[src/hdl/acb_pkg.sv]
// Shared types and constants for the compare and branch ALU.
`timescale 1ns / 1ps

package acb_pkg;

    localparam int OPCODE_W = 5;
    localparam int FLAG_W   = 2;
    localparam int ERR_W    = 2;
    localparam int PSIZE_W  = 9;

    typedef enum logic [OPCODE_W-1:0] {
        OP_MOV = 5'd0,
        OP_ADD = 5'd1,
        OP_SUB = 5'd2,
        OP_MUL = 5'd3,
        OP_DIV = 5'd4,
        OP_MOD = 5'd5,
        OP_AND = 5'd6,
        OP_OR  = 5'd7,
        OP_XOR = 5'd8,
        OP_SHL = 5'd9,
        OP_SHR = 5'd10,
        OP_CMP = 5'd11,
        OP_JG  = 5'd12,
        OP_JGE = 5'd13,
        OP_JL  = 5'd14,
        OP_JLE = 5'd15,
        OP_JMP = 5'd16
    } t_opcode;

    localparam logic [FLAG_W-1:0] FLAG_EQ = 2'd0;
    localparam logic [FLAG_W-1:0] FLAG_GT = 2'd1;
    localparam logic [FLAG_W-1:0] FLAG_LT = 2'd2;

    localparam logic [ERR_W-1:0] ERR_NONE     = 2'd0;
    localparam logic [ERR_W-1:0] ERR_DIV_ZERO = 2'd1;
    localparam logic [ERR_W-1:0] ERR_RANGE    = 2'd2;

    localparam logic [PSIZE_W-1:0] PSIZE_RESET = 9'd256;

    localparam logic REG_PROGRAM_SIZE = 1'b0;

    typedef struct packed {
        logic             write_dest;
        logic             jump_taken;
        logic [ERR_W-1:0] error_code;
    } t_status;

    typedef enum logic [1:0] {
        S_IDLE,
        S_DIV,
        S_DONE
    } t_state;

endpackage

[src/hdl/acb_divider.sv]
// Restoring divider, one quotient bit per cycle.
`timescale 1ns / 1ps

module acb_divider #(
    parameter int DATA_WIDTH = 8
) (
    input  logic                  i_clk,
    input  logic                  i_rst_n,
    input  logic                  i_start,
    input  logic [DATA_WIDTH-1:0] i_dividend,
    input  logic [DATA_WIDTH-1:0] i_divisor,
    output logic                  o_done,
    output logic [DATA_WIDTH-1:0] o_quotient,
    output logic [DATA_WIDTH-1:0] o_remainder
);

    localparam int CNT_W = $clog2(DATA_WIDTH + 1);
    localparam logic [CNT_W-1:0] LAST = CNT_W'(DATA_WIDTH - 1);

    logic                  r_busy, n_busy;
    logic                  r_done, n_done;
    logic [CNT_W-1:0]      r_cnt, n_cnt;
    logic [DATA_WIDTH-1:0] r_rem, n_rem;
    logic [DATA_WIDTH-1:0] r_quo, n_quo;
    logic [DATA_WIDTH-1:0] r_div, n_div;
    logic [DATA_WIDTH:0]   shifted;
    logic [DATA_WIDTH:0]   diff;

    always_comb begin
        shifted = {r_rem, r_quo[DATA_WIDTH-1]};
        diff    = shifted - {1'b0, r_div};
        n_busy  = r_busy;
        n_done  = 1'b0;
        n_cnt   = r_cnt;
        n_rem   = r_rem;
        n_quo   = r_quo;
        n_div   = r_div;
        if (i_start) begin
            n_busy = 1'b1;
            n_cnt  = '0;
            n_rem  = '0;
            n_quo  = i_dividend;
            n_div  = i_divisor;
        end else if (r_busy) begin
            if (!diff[DATA_WIDTH]) begin
                n_rem = diff[DATA_WIDTH-1:0];
                n_quo = {r_quo[DATA_WIDTH-2:0], 1'b1};
            end else begin
                n_rem = shifted[DATA_WIDTH-1:0];
                n_quo = {r_quo[DATA_WIDTH-2:0], 1'b0};
            end
            n_cnt = r_cnt + 1'b1;
            if (r_cnt == LAST) begin
                n_busy = 1'b0;
                n_done = 1'b1;
            end
        end
    end

    always_ff @(posedge i_clk) begin
        if (!i_rst_n) begin
            r_busy <= 1'b0;
            r_done <= 1'b0;
            r_cnt  <= '0;
        end else begin
            r_busy <= n_busy;
            r_done <= n_done;
            r_cnt  <= n_cnt;
        end
        r_rem <= n_rem;
        r_quo <= n_quo;
        r_div <= n_div;
    end

    assign o_done      = r_done;
    assign o_quotient  = r_quo;
    assign o_remainder = r_rem;

endmodule

[src/hdl/acb_exec.sv]
// Combinational operations, compare and branch decision; div and mod go to the divider.
`timescale 1ns / 1ps

module acb_exec #(
    parameter int DATA_WIDTH = 8
) (
    input  logic [acb_pkg::OPCODE_W-1:0] i_opcode,
    input  logic [DATA_WIDTH-1:0]        i_a,
    input  logic [DATA_WIDTH-1:0]        i_b,
    input  logic [acb_pkg::FLAG_W-1:0]   i_flag,
    input  logic [acb_pkg::PSIZE_W-1:0]  i_program_size,
    output logic [DATA_WIDTH-1:0]        o_value,
    output acb_pkg::t_status             o_status,
    output logic [DATA_WIDTH-1:0]        o_target,
    output logic [acb_pkg::FLAG_W-1:0]   o_flag,
    output logic                         o_divide
);

    import acb_pkg::*;

    localparam int SH_W = (DATA_WIDTH > 1) ? $clog2(DATA_WIDTH) : 1;
    localparam int CMP_W = (DATA_WIDTH > PSIZE_W) ? DATA_WIDTH : PSIZE_W;
    localparam logic [DATA_WIDTH-1:0] WIDTH_VAL = DATA_WIDTH[DATA_WIDTH-1:0];

    logic [2*DATA_WIDTH-1:0] product;
    logic                    in_range;
    logic                    take;

    always_comb begin
        product  = {{DATA_WIDTH{1'b0}}, i_a} * {{DATA_WIDTH{1'b0}}, i_b};
        in_range = CMP_W'(i_a) < CMP_W'(i_program_size);
        o_value  = '0;
        o_status = '{write_dest: 1'b0, jump_taken: 1'b0, error_code: ERR_NONE};
        o_target = '0;
        o_flag   = i_flag;
        o_divide = 1'b0;
        take     = 1'b0;
        case (i_opcode)
            OP_MOV: begin o_value = i_b;                             o_status.write_dest = 1'b1; end
            OP_ADD: begin o_value = i_a + i_b;                       o_status.write_dest = 1'b1; end
            OP_SUB: begin o_value = i_a - i_b;                       o_status.write_dest = 1'b1; end
            OP_MUL: begin o_value = product[DATA_WIDTH-1:0];         o_status.write_dest = 1'b1; end
            OP_AND: begin o_value = i_a & i_b;                       o_status.write_dest = 1'b1; end
            OP_OR:  begin o_value = i_a | i_b;                       o_status.write_dest = 1'b1; end
            OP_XOR: begin o_value = i_a ^ i_b;                       o_status.write_dest = 1'b1; end
            OP_SHL: begin
                o_value = (i_b >= WIDTH_VAL) ? '0 : (i_a << i_b[SH_W-1:0]);
                o_status.write_dest = 1'b1;
            end
            OP_SHR: begin
                o_value = (i_b >= WIDTH_VAL) ? '0 : (i_a >> i_b[SH_W-1:0]);
                o_status.write_dest = 1'b1;
            end
            OP_DIV, OP_MOD: begin
                if (i_b == '0) begin
                    o_status.error_code = ERR_DIV_ZERO;
                end else begin
                    o_divide = 1'b1;
                end
            end
            OP_CMP: begin
                o_flag = (i_a == i_b) ? FLAG_EQ : ((i_a > i_b) ? FLAG_GT : FLAG_LT);
            end
            OP_JG, OP_JGE, OP_JL, OP_JLE, OP_JMP: begin
                case (i_opcode)
                    OP_JG:   take = (i_flag == FLAG_GT);
                    OP_JGE:  take = (i_flag == FLAG_GT) || (i_flag == FLAG_EQ);
                    OP_JL:   take = (i_flag == FLAG_LT);
                    OP_JLE:  take = (i_flag == FLAG_LT) || (i_flag == FLAG_EQ);
                    default: take = 1'b1;
                endcase
                if (!in_range) begin
                    o_status.error_code = ERR_RANGE;
                end else if (take) begin
                    o_status.jump_taken = 1'b1;
                    o_target = i_a;
                end
            end
            default: ;
        endcase
    end

endmodule

[src/hdl/alu_compare_branch_unit.sv]
// Top level of the compare and branch ALU.
`timescale 1ns / 1ps

// One instruction per transaction. The input is stalled from acceptance until
// the result transaction has been taken. Most opcodes produce their result in the
// cycle after acceptance; div and mod with a non-zero divisor run through the
// restoring divider at one quotient bit per cycle, and the result is registered
// when the divider reports done. A division by zero and an out-of-range jump
// target are reported in o_error_code and leave write and jump low. The compare
// flag changes only on cmp and resets to equal. program_size lies at address 0
// and resets to 256.

module alu_compare_branch_unit #(
    parameter int DATA_WIDTH = 8
) (
    input  logic                  i_clk,
    input  logic                  i_rst_n,
    input  logic                  psel,
    input  logic                  penable,
    input  logic                  pwrite,
    input  logic [2:0]            paddr,
    input  logic [31:0]           pwdata,
    output logic [31:0]           prdata,
    output logic                  pready,
    input  logic                  i_in_valid,
    output logic                  o_in_stall,
    input  logic [4:0]            i_opcode,
    input  logic [DATA_WIDTH-1:0] i_operand_a,
    input  logic [DATA_WIDTH-1:0] i_operand_b,
    output logic                  o_out_valid,
    input  logic                  i_out_stall,
    output logic [DATA_WIDTH-1:0] o_result_value,
    output logic                  o_write_dest,
    output logic                  o_jump_taken,
    output logic [DATA_WIDTH-1:0] o_jump_target,
    output logic [1:0]            o_error_code,
    output logic [1:0]            o_flag_out
);

    import acb_pkg::*;

    t_state                r_state, n_state;
    logic [PSIZE_W-1:0]    r_program_size;
    logic [FLAG_W-1:0]     r_flag, n_flag;
    logic                  r_is_mod, n_is_mod;
    logic [DATA_WIDTH-1:0] r_value, n_value;
    t_status               r_status, n_status;
    logic [DATA_WIDTH-1:0] r_target, n_target;

    logic [DATA_WIDTH-1:0] ex_value;
    t_status               ex_status;
    logic [DATA_WIDTH-1:0] ex_target;
    logic [FLAG_W-1:0]     ex_flag;
    logic                  ex_divide;
    logic                  div_start;
    logic                  div_done;
    logic [DATA_WIDTH-1:0] div_quo;
    logic [DATA_WIDTH-1:0] div_rem;
    logic                  accept;

    acb_exec #(.DATA_WIDTH(DATA_WIDTH)) u_exec (
        .i_opcode       (i_opcode),
        .i_a            (i_operand_a),
        .i_b            (i_operand_b),
        .i_flag         (r_flag),
        .i_program_size (r_program_size),
        .o_value        (ex_value),
        .o_status       (ex_status),
        .o_target       (ex_target),
        .o_flag         (ex_flag),
        .o_divide       (ex_divide)
    );

    acb_divider #(.DATA_WIDTH(DATA_WIDTH)) u_divider (
        .i_clk       (i_clk),
        .i_rst_n     (i_rst_n),
        .i_start     (div_start),
        .i_dividend  (i_operand_a),
        .i_divisor   (i_operand_b),
        .o_done      (div_done),
        .o_quotient  (div_quo),
        .o_remainder (div_rem)
    );

    assign accept    = i_in_valid && (r_state == S_IDLE);
    assign div_start = accept && ex_divide;

    always_comb begin
        n_state  = r_state;
        n_flag   = r_flag;
        n_is_mod = r_is_mod;
        n_value  = r_value;
        n_status = r_status;
        n_target = r_target;
        case (r_state)
            S_IDLE: begin
                if (accept) begin
                    n_flag   = ex_flag;
                    n_is_mod = (i_opcode == OP_MOD);
                    n_value  = ex_value;
                    n_status = ex_status;
                    n_target = ex_target;
                    n_state  = ex_divide ? S_DIV : S_DONE;
                end
            end
            S_DIV: begin
                if (div_done) begin
                    n_value  = r_is_mod ? div_rem : div_quo;
                    n_status = '{write_dest: 1'b1, jump_taken: 1'b0, error_code: ERR_NONE};
                    n_target = '0;
                    n_state  = S_DONE;
                end
            end
            S_DONE: begin
                if (!i_out_stall) begin
                    n_state = S_IDLE;
                end
            end
            default: n_state = S_IDLE;
        endcase
    end

    always_ff @(posedge i_clk) begin
        if (!i_rst_n) begin
            r_state        <= S_IDLE;
            r_flag         <= FLAG_EQ;
            r_program_size <= PSIZE_RESET;
        end else begin
            r_state <= n_state;
            r_flag  <= n_flag;
            if (psel && penable && pwrite && paddr[2] == REG_PROGRAM_SIZE) begin
                r_program_size <= pwdata[PSIZE_W-1:0];
            end
        end
        r_is_mod <= n_is_mod;
        r_value  <= n_value;
        r_status <= n_status;
        r_target <= n_target;
    end

    assign pready = 1'b1;
    assign prdata = (paddr[2] == REG_PROGRAM_SIZE) ? {{(32-PSIZE_W){1'b0}}, r_program_size}
                                                   : '0;

    assign o_in_stall     = (r_state != S_IDLE);
    assign o_out_valid    = (r_state == S_DONE);
    assign o_result_value = r_value;
    assign o_write_dest   = r_status.write_dest;
    assign o_jump_taken   = r_status.jump_taken;
    assign o_jump_target  = r_target;
    assign o_error_code   = r_status.error_code;
    assign o_flag_out     = r_flag;

endmodule

[config.mk]
export PLATFORM = sky130hd
export DESIGN_NAME = alu_compare_branch_unit
export DESIGN_NICKNAME = d
export VERILOG_FILES = /design/src/hdl/acb_pkg.sv /design/src/hdl/acb_divider.sv /design/src/hdl/acb_exec.sv /design/src/hdl/alu_compare_branch_unit.sv
export SDC_FILE = /design/constraint.sdc
export NUM_CORES = 1
export LEC_CHECK = 0
export BUFFER_PORTS_ARGS = -buffer_cell sky130_fd_sc_hd__buf_4
export CORE_ASPECT_RATIO = 0.75
export CORE_UTILIZATION = 62
export CTS_BUF_LIST = sky130_fd_sc_hd__clkbuf_16
export DETAILED_ROUTE_END_ITERATION = 12
export GPL_TIMING_DRIVEN = 0
export PLACE_DENSITY = 0.84
export SYNTH_ARGS = -nofsm -noshare
export SYNTH_HDL_FRONTEND = slang
export SYNTH_HIERARCHICAL = 1
export SYNTH_SLANG_ARGS = --single-unit
[constraint.sdc]
create_clock -name i_clk -period 6.8 [get_ports i_clk]
set_input_delay 0.34 -clock i_clk [delete_from_list [all_inputs] [get_ports i_clk]]
set_output_delay 0.34 -clock i_clk [all_outputs]
set_load 0.005 [all_outputs]
==> results.sh <==
export IMPL_clock_latency_ps=330
export IMPL_worstPathRequired_ps=6880
export IMPL_path_max_fanout=10
export IMPL_hp_class="in2reg"
export IMPL_worst_setup_path_end_kind="flip-flop"
export IMPL_dp_cells=945
export IMPL_maxCapViolCount=0
export IMPL_row_count=31
export IMPL_drive_gt1_share_pct=19.7
export IMPL_skew_ps=5.34
export IMPL_tritoncts="yes"
export IMPL_clk_pin_slew_worst_paths_ps=50
export IMPL_synth_edf_count=37
export IMPL_avgSynthCellArea_um2=8.88
export IMPL_die_x_um=119
export IMPL_r2r_start="r_state[0]"
export IMPL_area_growth_pct=16.0
export IMPL_port_buffers=70
export IMPL_cts_buffers=9
export IMPL_min_from="i_operand_b[2]"
export IMPL_final_nets=959
export IMPL_p_leak_uw=0.00343
export IMPL_cts_setup_buffers=0
export IMPL_hold_viol_final=0
export IMPL_grt_max_degree=21
export IMPL_syn_cell_area_um2=6400
export IMPL_fp_dieH_um=90.0
export IMPL_synth_top_flop_cell="edfxtp_1"
export IMPL_wl_per_cell_um=20.2
export IMPL_critical_path_class="in2reg"
export IMPL_max_freq_ghz=0.199
export IMPL_drt_iter0_markers=721
export IMPL_place_ws_ps=1520
export IMPL_cts_max_path_buffers=2
export IMPL_num_vias=5850
export IMPL_fin_ws_ps=1770
export IMPL_maxSlewHeadroom_pct=17.7
export IMPL_grtUsageTotal_pct=36.9
export IMPL_met1Wirelength_um=8210
export IMPL_core_um2=9850
export IMPL_postSynthCellCount=721
export IMPL_peakVddDrop_v=0.000165
export IMPL_rsz0062_at_grt="false"
export IMPL_wl_met2_um=8330
export IMPL_cp_startpoint="i_operand_a[2]"
export IMPL_grt_pass1_vias=5726
export IMPL_synth_seq_cells=64
export IMPL_critPathLaunchType="primary input"
export IMPL_setup_viol=0
export IMPL_crit_arrival_ps=5110
export IMPL_finalCriticalPeriod_ps=5030
export IMPL_highest_layer="met4"
export IMPL_synth_distinct_cells=87
export IMPL_viasPerCell=6.09
export IMPL_setup_tns_ps=0
export IMPL_synthArstFlopShare_pct=0
export IMPL_io_pins=120
export IMPL_dr_wl_met3_um=2270
export IMPL_dr_pass1_iters=9
export IMPL_cpMaxStageDelayCell="a2111oi_0"
export IMPL_power_density_nw_per_um2=217
export IMPL_hpwl_um=14800
export IMPL_drc=0
export IMPL_htree_levels=3
export IMPL_diodes=0
export IMPL_period_share_pct=74.0
export IMPL_dieArea_um2=10700
export IMPL_cts_num_sinks=64
export IMPL_crit_chain="buf_4 > clkbuf_1 > nand2_1 > fa_1 > inv_1 > fa_1 > inv_1 > fa_1 > fa_1 > inv_1 > ha_1 > xnor2_1 > a2111oi_0 > o221ai_1 > mux2_4"
export IMPL_worstMarginPinSlew_ps=1220
export IMPL_synth_seq_area_share_pct=25.8
export IMPL_status="finished, final reports clean"
export IMPL_wl_um=19400
export IMPL_overflow=0
export IMPL_ys_warnings_count=6
export IMPL_holdBufCountCts=0
export IMPL_start_util_pct=65.0
export IMPL_fill_cells=724
export IMPL_timing_final_max_slew_violations=0
export IMPL_grt_pass1_wl_um=30300
export IMPL_ant_nets=0
export IMPL_critical_path_max_stage_delay_ps=720
export IMPL_cpMostUsedCell="fa_1"
export IMPL_final_cells=961
export IMPL_grt_antenna_before_repair=0
export IMPL_clockRootBuffer="clkbuf_16"
export IMPL_cts_resized=0
export IMPL_gp_congestion=1.04
[layer usage]
layer  vias up  global-route usage (%)
met4         0                    12.4
met2       361                    54.9
li1       2684                       -
met3        55                    12.9
met1      2750                    49.8
met5         -                       0
[critical path: cells and delay by family]
family | cells | cell delay, ps
multiplexers | 1 | 330
AND/OR/NAND/NOR | 1 | 180
adder cells (fa/ha/maj) | 5 | 2160
buffers and inverters | 5 | 840
XOR/XNOR | 1 | 210
AO/OA/AOI/OAI | 2 | 1050
[power breakdown]
group | total, uW | switching, uW | internal (uW) | leakage, uW
Clock | 391 | 154 | 237 | 0.000141
Sequential | 495 | 42.2 | 453 | 0.000575
Combinational | 725 | 401 | 324 | 0.00272
Total | 1610 | 597 | 1010 | 0.00343
[registers in the layout, summed over array words and instances (netlist names), 4 cells and up]
name,cells
u_divider/o_quotient,8
u_divider/o_remainder,8
o_jump_target,8
r_program_size,9
u_divider/r_cnt,4
u_divider/r_div,8
o_result_value,8
[cells by family (layout without fill, tap and decap cells)]
group	Yosys count	count (layout)	synth area share [%]
compound gates	148	148	16.5
simple gates	234	234	18.0
mux	54	54	10.4
xor+xnor	23	23	3.79
flops	64	64	25.8
other cells	2	24	0.117
fa+ha+maj	72	72	15.8
buf+inv	124	210	9.54
[synthesized netlist by cell type (3+ instances only)]
| master | n | area [um^2] |
|---|---|---|
| a2111oi_0 | 3 | 26.3 |
| xnor2_1 | 14 | 123 |
| o31ai_1 | 7 | 52.6 |
| nand2b_1 | 14 | 87.6 |
| a211o_1 | 6 | 52.6 |
| and3_1 | 3 | 18.8 |
| o21ai_1 | 9 | 45.0 |
| a21oi_1 | 33 | 165 |
| clkbuf_1 | 18 | 67.6 |
| a221oi_1 | 8 | 70.1 |
| a21o_1 | 12 | 90.1 |
| and2_1 | 15 | 93.8 |
| ha_1 | 57 | 713 |
| xnor3_1 | 3 | 67.6 |
| buf_2 | 3 | 15.0 |
| and2b_1 | 4 | 30.0 |
| edfxtp_1 | 37 | 1110 |
| buf_6 | 3 | 33.8 |
| nor3_1 | 10 | 50.1 |
| mux2_4 | 9 | 135 |
| fa_1 | 15 | 300 |
| mux4_2 | 5 | 113 |
| xor2_1 | 6 | 52.6 |
| nor2_1 | 65 | 244 |
| nor4b_1 | 3 | 26.3 |
| inv_1 | 68 | 255 |
| nand2_1 | 71 | 267 |
| mux2i_1 | 24 | 240 |
| nand3b_1 | 4 | 30.0 |
| nand3_1 | 9 | 45.0 |
| mux2_2 | 16 | 180 |
| a22o_1 | 3 | 26.3 |
| a211oi_2 | 3 | 37.5 |
| buf_4 | 26 | 195 |
| o2111ai_1 | 3 | 26.3 |
| a211oi_1 | 6 | 45.0 |
| dfxtp_1 | 27 | 541 |
| nor2b_1 | 16 | 100 |
| o21ai_0 | 21 | 105 |
[cell type report]
class,instances,area (um^2),area share [%]
plain buffers,55,352,4.73
clock buffers,9,225,3.03
repair buffers,70,526,7.07
well taps,132,165,2.22
multi-input cells,555,4230,56.9
clock inverters,7,26.3,0.354
flip-flops and latches,64,1650,22.2
inverters,69,259,3.49
[worst paths after layout]
| kind | depth (start not counted) | slack (ps) | to |
|---|---|---|---|
| setup / recovery | 15 | 1770 | o_result_value[6] |
| hold / removal | 1 | 240 | u_divider/r_div[2] |
| setup reg to reg | 5 | 3850 | u_divider/o_quotient[1] |
| hold reg to reg | 2 | 480 | r_program_size[6] |
[stage by stage]
| step | utilization (%) | hold slack (ps) | total power, uW | cell area (um^2) |
|---|---|---|---|---|
| after floorplan | - | 439 | 994 | 6480 |
| after global placement | 72.8 | 457 | 1160 | 7180 |
| after detailed placement | 72.9 | 470 | 1200 | 7180 |
| after CTS | 75.4 | 228 | 1600 | 7430 |
| after global routing | 75.4 | 235 | 1690 | 7430 |
| final | 75.4 | 238 | 1610 | 7430 |
[placed cells by master, fill, tap and decap left out, types with 21 or more instances in the layout]
master	netlist	routed
inv_1	68	73
mux2i_1	24	24
ha_1	57	57
edfxtp_1	37	37
buf_4	26	96
o21ai_0	21	21
nand2_1	71	71
nor2_1	65	64
dfxtp_1	27	27
a21oi_1	33	33
conb_1	2	24
(Power assumes the default switching activity.)
